[config.mk]
export PLATFORM = sky130hd
export DESIGN_NAME = midi_event_byte_encoder
export DESIGN_NICKNAME = d
export VERILOG_FILES = /design/src/rtl/core/mebe_pkg.sv /design/src/rtl/core/mebe_vlq.sv /design/src/rtl/core/mebe_status.sv /design/src/rtl/core/midi_event_byte_encoder.sv
export SDC_FILE = /design/constraint.sdc
export NUM_CORES = 1
export LEC_CHECK = 0
export BUFFER_PORTS_ARGS = -buffer_cell sky130_fd_sc_hd__buf_4
export CORE_ASPECT_RATIO = 1.4
export CORE_MARGIN = 4
export CORE_UTILIZATION = 54
export CTS_CLUSTER_SIZE = 24
export DETAILED_ROUTE_END_ITERATION = 7
export GPL_TIMING_DRIVEN = 0
export PLACE_DENSITY = 0.78
export SLEW_MARGIN = 20
export SYNTH_ARGS = -nofsm -noshare
export SYNTH_HDL_FRONTEND = slang
export SYNTH_SLANG_ARGS = --single-unit
export TNS_END_PERCENT = 10
[constraint.sdc]
create_clock -name clk -period 2.9 [get_ports clk]
set_input_delay 0.58 -clock clk [delete_from_list [all_inputs] [get_ports clk]]
set_output_delay 0.58 -clock clk [all_outputs]
set_load 0.05 [all_outputs]
[src/rtl/core/mebe_pkg.sv]
`timescale 1ns / 1ps
`default_nettype none

package mebe_pkg;

    localparam int ACTION_W = 2;
    localparam int VALUE_W  = 32;
    localparam int BYTE_W   = 8;
    localparam int GROUP_W  = 7;
    localparam int GROUPS   = 5;
    localparam int VLQ_W    = GROUP_W * GROUPS;
    localparam int CNT_W    = 3;

    typedef logic [ACTION_W-1:0] action_t;
    typedef logic [BYTE_W-1:0]   byte_t;
    typedef logic [CNT_W-1:0]    cnt_t;

    localparam action_t ACT_DELTA       = 2'd0;
    localparam action_t ACT_MESSAGE     = 2'd1;
    localparam action_t ACT_TRACK_START = 2'd2;

    localparam byte_t META_START    = 8'hFF;
    localparam byte_t SYSEX_START   = 8'hF0;
    localparam byte_t SYSEX_ESCAPE  = 8'hF7;
    localparam byte_t STATUS_BIT    = 8'h80;
    localparam byte_t GROUP_MASK    = 8'h7F;
    localparam byte_t SYSTEM_NIBBLE = 8'hF0;

    localparam cnt_t GROUP_COUNT = cnt_t'(GROUPS);
    localparam cnt_t CNT_LAST    = cnt_t'(1);

    typedef struct packed {
        logic  busy;
        logic  avail;
        byte_t data;
        logic  last;
    } vlq_status_t;

endpackage

`default_nettype wire

[src/rtl/core/mebe_vlq.sv]
`timescale 1ns / 1ps
`default_nettype none

module mebe_vlq (
    input  wire                        clk,
    input  wire                        rst_n,
    input  wire                        load,
    input  wire [mebe_pkg::VALUE_W-1:0] ticks,
    input  wire                        advance,
    output mebe_pkg::vlq_status_t      status
);
    import mebe_pkg::*;

    logic [VLQ_W-1:0]   sreg_reg;
    logic [VLQ_W-1:0]   sreg_next;
    cnt_t               cnt_reg;
    cnt_t               cnt_next;
    logic               emit_reg;
    logic               emit_next;
    logic [GROUP_W-1:0] top_group;
    logic               busy;
    logic               avail;

    assign top_group = sreg_reg[VLQ_W-1 -: GROUP_W];
    assign busy      = (cnt_reg != '0);
    assign avail     = busy && (emit_reg || (top_group != '0) || (cnt_reg == CNT_LAST));

    always_comb
    begin
        status.busy  = busy;
        status.avail = avail;
        status.last  = (cnt_reg == CNT_LAST);
        status.data  = ({1'b0, top_group} & GROUP_MASK)
                     | ((cnt_reg != CNT_LAST) ? STATUS_BIT : '0);
    end

    // shared 7-bit shifter: skips leading zero groups, then emits one group per step
    always_comb
    begin
        sreg_next = sreg_reg;
        cnt_next  = cnt_reg;
        emit_next = emit_reg;
        if (load)
        begin
            sreg_next = {{(VLQ_W-VALUE_W){1'b0}}, ticks};
            cnt_next  = GROUP_COUNT;
            emit_next = 1'b0;
        end
        else if (busy && (!avail || advance))
        begin
            sreg_next = {sreg_reg[VLQ_W-GROUP_W-1:0], {GROUP_W{1'b0}}};
            cnt_next  = cnt_reg - CNT_LAST;
            emit_next = emit_reg | avail;
        end
    end

    always_ff @(posedge clk or negedge rst_n)
    begin
        if (!rst_n)
        begin
            cnt_reg  <= '0;
            emit_reg <= 1'b0;
        end
        else
        begin
            cnt_reg  <= cnt_next;
            emit_reg <= emit_next;
        end
    end

    always_ff @(posedge clk)
    begin
        sreg_reg <= sreg_next;
    end

endmodule

`default_nettype wire

[src/rtl/core/mebe_status.sv]
`timescale 1ns / 1ps
`default_nettype none

module mebe_status (
    input  wire                clk,
    input  wire                rst_n,
    input  wire                cfg_we,
    input  wire                cfg_data,
    input  wire                update,
    input  mebe_pkg::action_t  action,
    input  mebe_pkg::byte_t    msg_byte,
    input  wire                first,
    output logic               emit
);
    import mebe_pkg::*;

    byte_t rem_reg;
    byte_t rem_next;
    logic  enable_reg;
    logic  is_status;
    logic  is_special;
    logic  drop;

    assign is_status  = (msg_byte & STATUS_BIT) != '0;
    assign is_special = (msg_byte == META_START) || (msg_byte == SYSEX_START)
                     || (msg_byte == SYSEX_ESCAPE);
    assign drop = first && is_status && !is_special && enable_reg
               && (msg_byte == rem_reg)
               && ((msg_byte & SYSTEM_NIBBLE) != SYSTEM_NIBBLE);
    assign emit = !drop;

    always_comb
    begin
        rem_next = rem_reg;
        if (update)
        begin
            case (action)
                ACT_TRACK_START:
                begin
                    rem_next = '0;
                end
                ACT_MESSAGE:
                begin
                    if (first && is_special)
                        rem_next = '0;
                    else if (first && is_status && !drop)
                        rem_next = msg_byte;
                end
                default:
                begin
                    rem_next = rem_reg;
                end
            endcase
        end
    end

    always_ff @(posedge clk or negedge rst_n)
    begin
        if (!rst_n)
        begin
            rem_reg    <= '0;
            enable_reg <= 1'b1;
        end
        else
        begin
            rem_reg <= rem_next;
            if (cfg_we)
                enable_reg <= cfg_data;
        end
    end

endmodule

`default_nettype wire

[src/rtl/core/midi_event_byte_encoder.sv]
// midi track event byte encoder
// input channel: item_valid / item_ready with action, value, first_of_message.
//   action 0 encodes value as a variable-length delta (1 to 5 bytes, msb group first),
//   action 1 passes the low byte of value as a message byte unless it repeats the
//   remembered running status, action 2 clears that status, action 3 is ignored.
// output channel: byte_valid / byte_ready with out_byte and last; last marks
//   the final byte produced by one input transaction.
// configuration: cfg_we writes cfg_data into the running status enable (reset 1).
// a message byte is registered and appears in the cycle after its input
//   transaction; a delta is loaded into the shared 7-bit group shifter, which
//   skips leading zero groups and then emits the rest msb first, one per cycle
//   while the receiver takes them. a message byte or track start leaves the
//   input free for the next item; a delta holds it until the shifter is done.
// item_ready is low while a delta is being encoded and while the output
//   register holds a byte that is not taken in this cycle.
// when the receiver stalls, out_byte and last hold until byte_ready is seen;
//   the shifter waits on its current group.
// reset clears the output valid flag, the shifter count and the remembered status and
//   sets running status enable.
`timescale 1ns / 1ps
`default_nettype none

module midi_event_byte_encoder (
    input  wire                         clk,
    input  wire                         rst_n,
    input  wire                         cfg_we,
    input  wire                         cfg_data,
    input  wire                         item_valid,
    output logic                        item_ready,
    input  wire [mebe_pkg::ACTION_W-1:0] action,
    input  wire [mebe_pkg::VALUE_W-1:0]  value,
    input  wire                         first_of_message,
    output logic                        byte_valid,
    input  wire                         byte_ready,
    output logic [mebe_pkg::BYTE_W-1:0]  out_byte,
    output logic                        last
);
    import mebe_pkg::*;

    vlq_status_t vlq_st;
    logic        slot_free;
    logic        item_accept;
    logic        delta_load;
    logic        msg_emit;
    logic        vlq_advance;
    logic        emit;
    byte_t       msg_byte;

    logic        valid_reg;
    logic        valid_next;
    byte_t       byte_reg;
    byte_t       byte_next;
    logic        last_reg;
    logic        last_next;

    assign msg_byte    = value[BYTE_W-1:0];
    assign slot_free   = !valid_reg || byte_ready;
    assign item_ready  = slot_free && !vlq_st.busy;
    assign item_accept = item_valid && item_ready;
    assign delta_load  = item_accept && (action == ACT_DELTA);
    assign msg_emit    = item_accept && (action == ACT_MESSAGE) && emit;
    assign vlq_advance = slot_free && vlq_st.avail;

    mebe_vlq u_vlq (
        .clk     (clk),
        .rst_n   (rst_n),
        .load    (delta_load),
        .ticks   (value),
        .advance (vlq_advance),
        .status  (vlq_st)
    );

    mebe_status u_status (
        .clk      (clk),
        .rst_n    (rst_n),
        .cfg_we   (cfg_we),
        .cfg_data (cfg_data),
        .update   (item_accept),
        .action   (action_t'(action)),
        .msg_byte (msg_byte),
        .first    (first_of_message),
        .emit     (emit)
    );

    always_comb
    begin
        valid_next = valid_reg && !byte_ready;
        byte_next  = byte_reg;
        last_next  = last_reg;
        if (vlq_advance)
        begin
            valid_next = 1'b1;
            byte_next  = vlq_st.data;
            last_next  = vlq_st.last;
        end
        else if (msg_emit)
        begin
            valid_next = 1'b1;
            byte_next  = msg_byte;
            last_next  = 1'b1;
        end
    end

    always_ff @(posedge clk or negedge rst_n)
    begin
        if (!rst_n)
            valid_reg <= 1'b0;
        else
            valid_reg <= valid_next;
    end

    always_ff @(posedge clk)
    begin
        byte_reg <= byte_next;
        last_reg <= last_next;
    end

    assign byte_valid = valid_reg;
    assign out_byte   = byte_reg;
    assign last       = last_reg;

endmodule

`default_nettype wire

==> results, run 1 <==
- The run finished with clean final reports.
- The worst hold path belongs to the class input pin to asynchronous set/reset pin.
- Between clock sinks in the finished design, the worst skew comes to 8.084 ps.
- After clock tree synthesis, the clock-pin slew on the worst setup and hold paths is 70 ps.
- The cell at the root of the clock tree is clkbuf_8.
- The post-synthesis cell type count is 39.
- The net count after synthesis is 299.
- Data arrives at the worst endpoint at 2600 ps.
- Clock tree synthesis inserted a total of 9 buffers.
- The share of the synthesized area in the top cell type is 46.52%.
- Once the floorplan was initialized, standard cells occupied 56.98% of the core.
- The leftover overflow at the end of global routing is 0.
- The maximum fanout along the worst path is 32.
- The completed layout was analyzed and its total power is 3198 uW.
- The buffer and inverter count on the worst path is 2.
- The share of the Yosys chip area taken by registers is 62.08%.
- The routed design has 5495 um of wire.
- The headroom to the max-slew limit is 50.12%.
- The detail route stage leaves a number of antenna-violating nets equal to 0.
- The share of flip-flops with an asynchronous set or reset after synthesis is 24.14%.
- The design internal power is 2127 uW.
- Setup repair after global routing left no endpoint under its margin.
- The routed length per instance is 14.38 um.
- The mapped cell area is 0.002646 mm^2.
- The time the worst path needs with I/O delays and setup is 2644 ps.
- Setup slack closes at 256.3 ps.
- The area growth from synthesis to layout is 25.39%.
- Data on the critical path is required at its endpoint by 2860 ps.
- The maximum level of the CTS H-tree is 3.
- The accumulated negative setup slack is 0 ps.
- The height of the die is 90.83 um.
- The total power density per cell area is 963.9 mW/mm^2.
- Detailed placement finished with a half-perimeter wire length of 4048 um.
- Final hold analysis gives a worst-case slack of 88.40 ps.
- The via count of the routed design is 1977.
- The number of nets in the final layout is 361.
- The leading cell type in the layout, fill and taps excluded is nand2_1.
- The placeable core region is 0.004644 mm^2.
- The clock tree from TritonCTS is built.
- The violation count after the first detailed-routing iteration is 163.
- The later-pin clock latency in the skew report is 330 ps.
- The worst setup path is of the flip-flop to flip-flop kind.
- Of the available clock period, the critical path in the final layout requires 91.16%.
- In this run the core area contains 29 standard-cell rows.
- On the critical path, the stage with the largest delay is an instance of or2_2.
- The setup fix buffers added after clock tree synthesis is 0.
- Grouping stages by cell kind, the critical path spends the most delay in simple AND/OR/NAND/NOR gates.
- The number of pins exceeding their max-slew limit in the final report was 0.
- In this run the deepest clock path goes through 2 buffers.
- The total inserted antenna cells is 0.
- Net switching is 33.50% of the power.
- The portion of total power attributed to combinational logic is 29.3%.
- Of the cells placed in the final design, the portion with a size suffix greater than 1 is 24.69%.
- In this run, post-CTS hold repair placed 0 buffers.
- In this run, synthesis inferred 41 flip-flops with an integrated enable.
- The number of I/O port buffers is 51.
- The pre-CTS setup slack is 232.0 ps.
- The iteration count of the initial detailed-routing pass is 4.
- The wire length of the first global-routing pass is 9156 um.
- Ranked by total cell area, the synthesized netlist is headed by edfxtp_1 47%, nand2_1 13%, dfrtp_1 12%, ha_1 2.4%, dfxtp_1 2.3%.
- In this run, flip-flops and latches consume 46.3% of the power.
- Static timing analysis puts the maximum clock frequency at 378.3 MHz.
- The count of clock tree sinks is 58.
- The slew at the pin with the worst max-slew slack is 748.2 ps.
- The register with the most flip-flops in the layout has 35 of them.
- The share of power burned in the clock network is 24.4%.
- 52 I/O pins were placed.
- The number of antenna violations at the first check in global routing is 0.
- For this run, the slowest stage of the critical path takes 700 ps.
- The total of max-cap violations is 0.
- Synthesis produced a netlist whose cell count is 253.
- The signal on the critical path passes through inv_1 -> ha_1 -> nand2b_1 -> nor2_2 -> and3_1 -> clkbuf_1 -> or2_2.
- In this run the static leakage power is 0.001497 uW.
- The biggest area consumer among synthesized cells is edfxtp_1.
- IR analysis of the VDD net gives a maximum drop of 0.7016 mV.
- For this run, design rule violations remaining after detail routing come to 0.
- The count of cells resized by post-cts repair is 0.
- The final hold violation count came to 0.
- In the global route stage, overall resource usage came out at 20.61%.
- The flip-flop and latch count after synthesis is 58.
- The maximum number of pins on one net before global-route repair is 33.
- The die width is 67.17 um.
- The mean number of vias per cell is 5.175.
- The number of global-route vias before repair is 1954.
- Setup violations remaining at the end of the flow were counted as 0.
- The critical path capture point type is a flip-flop.
- The Yosys step of the flow raised 0 warnings.
- The average footprint of a synthesized cell is 10.46 um^2.
- The startpoint type of the worst setup path is a flip-flop.
- The final weighted congestion in routability-driven placement is 0.8635.
- In this run the power spent charging and discharging nets is 1071 uW.
- The flip-flop cell with the highest count after synthesis is edfxtp_1.
- In the layout the commonest cells are 90 x nand2_1, 52 x buf_4, 41 x edfxtp_1.
- The die covers 0.006101 mm^2.
[cell usage after synthesis (2+ instances only)]
| cell type | count |
|---|---|
| o21ai_0 | 12 |
| nand2_1 | 90 |
| a21oi_1 | 2 |
| clkbuf_1 | 7 |
| a31o_2 | 5 |
| nand3_1 | 5 |
| edfxtp_1 | 41 |
| o31ai_4 | 2 |
| inv_1 | 13 |
| nor4_1 | 4 |
| nor2_1 | 11 |
| nor3_1 | 8 |
| xor2_1 | 3 |
| buf_1 | 2 |
| a31o_1 | 2 |
| a31oi_1 | 2 |
| ha_1 | 5 |
| xnor2_1 | 3 |
| dfxtp_1 | 3 |
| dfrtp_1 | 13 |
| nand2b_1 | 2 |
[power by group through the flow]
stage | Sequential [uW] | Clock (uW) | Combinational [uW]
floorplan | 1710 | 0 | 421
global placement | 1480 | 0 | 915
detailed placement | 1500 | 0 | 938
CTS | 1480 | 789 | 944
global route | 1510 | 846 | 1040
finish | 1480 | 781 | 937
[worst register-to-register path, stage by stage, from the launching register on]
cell and delay (ps):
dfrtp_1 410, inv_1 90, ha_1 150, nand2b_1 120, nor2_2 210, and3_1 180, clkbuf_1 390, or2_2 700
[metal layers]
metal	vias to the layer above	wire, um	global-route usage, %
met5	-	0	0
met4	0	138	10.49
met3	12	272	6.351
met2	54	2873	32.16
met1	920	2209	25.14
li1	991	-	-
[final cells by class]
class                   count  area [um^2]
fillers                   368         1326
well taps                  62        77.57
clock inverters             6        81.33
multi-input cells         172        915.9
inverters                  13        48.80
plain buffers              10        41.29
repair buffers             51        382.9
flip-flops and latches     58         1643
clock buffers              10        127.6
[logic make-up (layout without fill, tap and decap cells)]
| logic type | Yosys count | after routing | share of synthesized area [%] |
|---|---|---|---|
| compound gates | 29 | 29 | 8.275 |
| xor+xnor | 6 | 6 | 1.986 |
| fa+ha+maj | 5 | 5 | 2.364 |
| buf+inv | 23 | 90 | 3.405 |
| flops | 58 | 58 | 62.08 |
| mux | 2 | 2 | 0.8038 |
| simple gates | 130 | 130 | 21.09 |
[final timing paths]
path / cells after the start / startpoint / endpoint / slack [ps]
worst max-delay path: 7 / u_vlq.cnt_reg[0]$_DFFE_PN0P_ / u_vlq.sreg_reg[14]$_DFFE_PP_ / 260
worst min register to register: 2 / u_vlq.sreg_reg[26]$_DFFE_PP_ / u_vlq.sreg_reg[33]$_SDFFE_PP0P_ / 450
worst max register to register: 7 / u_vlq.cnt_reg[0]$_DFFE_PN0P_ / u_vlq.sreg_reg[14]$_DFFE_PP_ / 260
worst min-delay path: 1 / rst_n / u_vlq.emit_reg$_DFFE_PN0P_ / 90
max in group asynchronous: 1 / rst_n / u_status.enable_reg$_DFFE_PN1P_ / 2560
min in group clk: 2 / u_vlq.sreg_reg[26]$_DFFE_PP_ / u_vlq.sreg_reg[33]$_SDFFE_PP0P_ / 450
[metrics by stage]
step	instances	utilization (%)	instance area, um^2
5_1_grt	382	71.44	3318
3_3_place_gp	366	66.95	3109
3_5_place_dp	366	66.95	3109
6_report	382	71.44	3318
4_1_cts	382	71.44	3318
2_1_floorplan	253	-	2649
No activity file was read; power rests on OpenSTA's default activity.
==> run 2: changes to the inputs <==
- CORE_ASPECT_RATIO: 1.4 -> default
- MAX_ROUTING_LAYER: default -> met4
==> results, run 2 (same netlist as run 1, synthesis figures left out) <==
- The iteration count of the initial detailed-routing pass is 4.
- The die area is 0.006085 mm^2.
- The final hold violation count was 0.
- TritonCTS created 9 clock buffers.
- The clock network accounts for 22.5% of the total power.
- Broken down by cell family, the worst path's largest delay share belongs to simple AND/OR/NAND/NOR gates.
- In this run, the number of DRC markers left after iteration 0 of detailed routing was 137.
- Summing over every cut layer, the via total after detailed routing is 1999.
- Clock latency on the worst-skew pair, taken at its later pin, is 340 ps.
- 0 antenna diodes ended up in the layout.
- Across the VDD grid, the largest voltage drop is 0.4332 mV.
- TritonCTS built the clock tree.
- Port buffering added 51 buffers.
- The number of antenna violations at the first check in global routing is 0.
- Max-cap violations in this run came to 0.
- At the placement stage, the worst setup path has a slack of 242.4 ps.
- The critical path is of the flip-flop to flip-flop type.
- The data arrival time of the critical path is 2620 ps.
- For this run, the top clock speed supported by timing is 376.1 MHz.
- Setup repair after global routing left no endpoint under its margin.
- The clock slew at the register clock pins of the worst setup and hold paths is 70 ps.
- The slew at the pin with the worst max-slew slack is 754.4 ps.
- The number of cells on the worst reg-to-reg path is 7.
- The worst setup slack after layout is 240.8 ps.
- Setup violations remaining at the end of the flow were counted as 0.
- For this run, the slowest stage of the critical path takes 710 ps.
- At the worst endpoint, the required time is 2860 ps.
- The switching power summed over all nets is 1091 uW.
- The number of pins exceeding their max-slew limit in the final report was 0.
- The number of global-route vias before repair is 2043.
- The number of nets with antenna violations after detailed routing is 0.
- In the layout the commonest cells are 90 x nand2_1, 52 x buf_4, 41 x edfxtp_1.
- The maximum fanout along the worst path is 32.
- The detailed placement HPWL is 4206 um.
- The number of placement rows is 25.
- The wire length of the first global-routing pass is 9211 um.
- The flow ran to the end, and the final reports show no timing, DRC or antenna violations.
- Post-CTS repair changed the size of 0 cells.
- The number of buffers and inverters on the critical path is 2.
- The placeable core region is 0.004723 mm^2.
- Among all stages on the critical path, the largest delay is contributed by or2_2.
- The final weighted congestion in routability-driven placement is 0.8425.
- The number of buffers added to fix hold violations after cts is 0.
- The maximum buffer depth of the clock tree is 2.
- The type of the most critical hold path is input pin to asynchronous set/reset pin.
- The leftover overflow at the end of global routing is 0.
- Measured along the y axis, the die boundary spans 78.01 um.
- The setup fix buffers added after clock tree synthesis is 0.
- The total wire length is 5791 um.
- In this run the tightest slew margin relative to its limit is 49.70%.
- The DRC violation count after routing is 0.
- The die is 78.01 um wide.
- The area growth from synthesis to layout is 24.78%.
- The share of the clock period used by the worst path is 91.70%.
- For this design the ratio of total power to cell area is 948.5 mW/mm^2.
- The number of nets in the final layout is 361.
- The design internal power is 2041 uW.
- The portion of total power attributed to combinational logic is 30.3%.
- The startpoint identified for the worst register-to-register timing path is u_vlq.cnt_reg[0]$_DFFE_PN0P_.
- The register with the most flip-flops in the layout has 35 of them.
- The total routing usage reported by global routing is 21.38%.
- The tree is rooted in a clkbuf_8.
- After detailed routing, the number of vias per cell comes to 5.165.
- For this design the static power due to leakage is 0.001493 uW.
- CTS built an H-tree with a depth of 3.
- The fraction of layout instances using a drive strength above 1 is 25.00%.
- The worst-case clock skew is 11.50 ps.
- 52 I/O pins were placed.
- The clock net in this run drives a total of 58 sinks.
- The reg-to-reg critical path endpoint is u_vlq.sreg_reg[4]$_SDFFCE_PN0P_.
- The maximum number of pins on one net before global-route repair is 33.
- The worst setup path is captured at a flip-flop.
- The startpoint type of the worst setup path is a flip-flop.
- In the final timing run, aggregate negative setup slack is 0 ps.
- The starting density of the core is 56.03%.
- Net switching is 34.83% of the power.
- Setup slack on the worst reg-to-reg path comes out at 240 ps.
- The time the worst path needs with I/O delays and setup is 2659 ps.
- The routed length per instance is 14.96 um.
- The leading cell type in the layout, fill and taps excluded is nand2_1.
- Of the total power, registers draw 47.2%.
- The signal on the critical path passes through inv_1 -> ha_1 -> nand2b_1 -> nor2_2 -> and3_1 -> clkbuf_1 -> or2_2.
-- run 2: metal layers --
metal / wire, um / track usage, % / up-vias
met5: 0 / - / -
met4: 148 / 12.59 / 0
met3: 389 / 7.309 / 14
met2: 2985 / 35.27 / 59
met1: 2268 / 22.09 / 936
li1: - / - / 990
-- run 2: power groups by stage --
stage / Clock, uW / Combinational (uW) / Sequential (uW)
floorplan: 0 / 421 / 1710
global placement: 0 / 912 / 1470
detailed placement: 0 / 948 / 1490
CTS: 721 / 958 / 1480
global route: 766 / 1040 / 1510
finish: 705 / 950 / 1480
-- run 2: how the worst max path moves through the flow --
stage                                            start                         endpoint  slack (ps)  cells after the start
after floorplan                   byte_valid$_DFF_PN0_  u_vlq.sreg_reg[0]$_SDFFCE_PN0P_         210                      5
after global placement                      byte_ready  u_vlq.sreg_reg[3]$_SDFFCE_PN0P_         260                      6
after detailed placement                    byte_ready  u_vlq.sreg_reg[6]$_SDFFCE_PN0P_         240                      6
after CTS                 u_vlq.cnt_reg[0]$_DFFE_PN0P_  u_vlq.sreg_reg[4]$_SDFFCE_PN0P_         210                      7
after global routing      u_vlq.cnt_reg[0]$_DFFE_PN0P_  u_vlq.sreg_reg[4]$_SDFFCE_PN0P_          40                      7
final                     u_vlq.cnt_reg[0]$_DFFE_PN0P_  u_vlq.sreg_reg[4]$_SDFFCE_PN0P_         240                      7
-- run 2: layout make-up --
class,count,area (um^2)
timing repair buffer,51,382.9
multi-input combinational,172,915.9
sequential,58,1643
clock inverter,6,58.81
buffer,10,41.29
fill,353,1421
tap,67,83.83
inverter,13,48.80
clock buffer,10,127.6
-- run 2: stage by stage --
step	utilization [%]	hold slack [ps]	instances	cell area, um^2	power (uW)
final	69.91	83.79	387	3302	3132
after global routing	69.91	74.91	387	3302	3319
after CTS	69.91	70.88	387	3302	3156
after detailed placement	65.96	440.6	371	3115	2437
after global placement	65.96	429.5	371	3115	2386
after floorplan	-	284.4	253	2649	2128
==> run 3: changes to the inputs <==
- CORE_UTILIZATION: 54 -> 57
- CTS_BUF_LIST: default -> sky130_fd_sc_hd__clkbuf_4
- PLACE_DENSITY: 0.78 -> 0.82
==> results, run 3 (same netlist as run 1, synthesis figures left out) <==
- The run finished with clean final reports.
- Setup violations remaining at the end of the flow were counted as 0.
- The number of placement rows is 24.
- The worst register-to-register path has a setup slack of 230 ps.
- The die covers 0.005797 mm^2.
- The mean number of vias per cell is 5.399.
- The count of cells resized by post-cts repair is 0.
- The smallest clock period supported by the final layout is computed as 2665 ps.
- The startpoint type of the worst setup path is a flip-flop.
- The register with the most flip-flops in the layout has 35 of them.
- The number of nets in the final layout is 362.
- The via count of the routed design is 2014.
- The count of clock tree sinks is 58.
- The launching point of the worst reg2reg path is u_vlq.cnt_reg[0]$_DFFE_PN0P_.
- The number of antenna violations at the first check in global routing was 0.
- Setup total negative slack on the finished layout was measured at 0 ps.
- The final hold violation count is 0.
- CTS built an H-tree with a depth of 3.
- The share of the clock period used by the worst path is 91.90%.
- In this run the worst hold path is classified as input pin to flip-flop.
- The critical path capture point type is a flip-flop.
- The total wire length is 5738 um.
- Between clock sinks in the finished design, the worst skew comes to 14.02 ps.
- After legalization and detailed placement, the total HPWL measured 4221 um.
- Setup repair after global routing left no endpoint under its margin.
- The later-pin clock latency in the skew report is 410 ps.
- The count of placed standard cells in the final layout, fillers left out is 373.
- The path with the worst hold slack has its endpoint at u_status.enable_reg$_DFFE_PN1P_.
- For this configuration, the core starts out at a cell density of 59.95%.
- The number of pins exceeding their max-slew limit in the final report came to 0.
- Of all nets on the critical path, the largest fanout is 32.
- Timing would allow up to 375.2 MHz.
- The cell depth of the worst flop-to-flop path is 7.
- The cell total after placement is 356.
- Counting instances, the worst hold path has a depth of 2.
- The placeable core region is 0.004414 mm^2.
- Cells with a size suffix above 1 make up 24.92% of the layout.
- Data on the critical path is required at its endpoint by 2940 ps.
- The routing usage on met2 is 33.90%.
- After layout, the design draws a total of 2928 uW.
- The startpoint identified for the worst hold timing path is cfg_data.
- The violation count after the first detailed-routing iteration is 128.
- The slew at the pin with the worst max-slew slack is 741.2 ps.
- The clock tree from TritonCTS is built.
- The data arrival time of the critical path is 2700 ps.
- The met1 track utilization from global routing is 24.80%.
- The number of nets with antenna violations after detailed routing is 0.
- VDD sags by at most 0.4499 mV.
- The clock slew at the register clock pins of the worst setup and hold paths is 110 ps.
- The leftover overflow at the end of global routing is 0.
- The number of antenna diodes in the final layout is 0.
- After detailed routing, the number of remaining DRC violations is 0.
- The iteration count of the initial detailed-routing pass is 5.
- The height of the die is 76.14 um.
- The number of I/O port buffers is 51.
- The number of primary I/O pins is 52.
- The critical path in this run is classified as flip-flop to flip-flop.
- The leading cell type in the layout, fill and taps excluded is nand2_1.
- Headroom to the max-slew limit came out at 50.58%.
- The die width is 76.14 um.
- At the end of routability-driven placement, the weighted congestion stood at 0.8189.
- For this design the static power due to leakage is 0.001458 uW.
- In this run the clock root is driven by a clkbuf_4.
- The total routing usage reported by global routing is 21.27%.
- Counting along the longest clock path gives a buffer depth of 2.
- Dividing the detail-routed wire length by the instance count gives 15.38 um.
- The wire length of the first global-routing pass is 9315 um.
- The global routing stage identified its most utilized layer as met2.
- Leaving out fill and tap cells, the most frequent cells in the layout are 90 x nand2_1, 52 x buf_4, 41 x edfxtp_1.
- The met3 global-route usage is 8.511%.
- Entering global routing, the biggest net connects 33 pins.
- The area growth from synthesis to layout is 21.99%.
- The reg-to-reg critical path endpoint is u_vlq.sreg_reg[26]$_DFFE_PP_.
- The total power density per cell area is 907.2 mW/mm^2.
- The number of clock buffers added by TritonCTS is 9.
- The number of global-route vias before repair is 2009.
- The total of max-cap violations is 0.
==> run 3: how the worst max path moves through the flow <==
stage / slack [ps] / start / end
floorplan: 210 / byte_valid$_DFF_PN0_ / u_vlq.sreg_reg[0]$_SDFFCE_PN0P_
global placement: 310 / byte_ready / u_vlq.sreg_reg[6]$_SDFFCE_PN0P_
detailed placement: 260 / u_vlq.cnt_reg[0]$_DFFE_PN0P_ / u_vlq.sreg_reg[3]$_SDFFCE_PN0P_
CTS: 240 / u_vlq.cnt_reg[0]$_DFFE_PN0P_ / u_vlq.sreg_reg[19]$_DFFE_PP_
global route: 50 / u_vlq.cnt_reg[0]$_DFFE_PN0P_ / u_vlq.sreg_reg[19]$_DFFE_PP_
finish: 230 / u_vlq.cnt_reg[0]$_DFFE_PN0P_ / u_vlq.sreg_reg[26]$_DFFE_PP_
==> run 3: routing by layer <==
layer / vias up / wire (um)
li1: 994 / -
met1: 955 / 2262
met2: 59 / 3010
met3: 6 / 394
met4: 0 / 71
met5: - / 0
==> run 3: worst max-delay path, cell delays in order, from the launching register on <==
cell and delay (ps):
dfrtp_1 420, inv_1 110, ha_1 150, nand2b_1 120, nor2_2 210, and3_1 180, clkbuf_1 410, or2_2 700
==> run 3: where the power goes <==
group / total (uW) / switching [uW] / internal, uW / leakage, uW
logic: 949 / 643 / 306 / 0.000783
clock network: 509 / 328 / 181 / 0.0000606
registers: 1470 / 131 / 1340 / 0.000615
total: 2930 / 1100 / 1830 / 0.00146
==> run 3: layout make-up <==
| class | instances | area (um^2) |
|---|---|---|
| Buffer | 10 | 41.29 |
| Clock buffer | 9 | 67.56 |
| Clock inverter | 7 | 53.80 |
| Fill cell | 327 | 1186 |
| Inverter | 13 | 48.80 |
| Multi-Input combinational cell | 172 | 915.9 |
| Sequential cell | 58 | 1643 |
| Tap cell | 52 | 65.06 |
| Timing Repair Buffer | 52 | 392.9 |
==> run 3: through the flow <==
stage	hold WS [ps]	instance area, um^2	util (%)	setup WS [ps]
after floorplan	284.4	2649	-	211.3
after global placement	430.0	3097	70.15	313.3
after detailed placement	443.9	3097	70.15	262.6
after CTS	365.6	3228	73.13	239.8
after global routing	361.9	3228	73.13	54.31
final	405.3	3228	73.13	234.9
==> run 3: what timing repair did <==
item,in CTS,in global routing
hold buffers,1,0
setup buffers,0,0
endpoints found under the hold margin,13,0
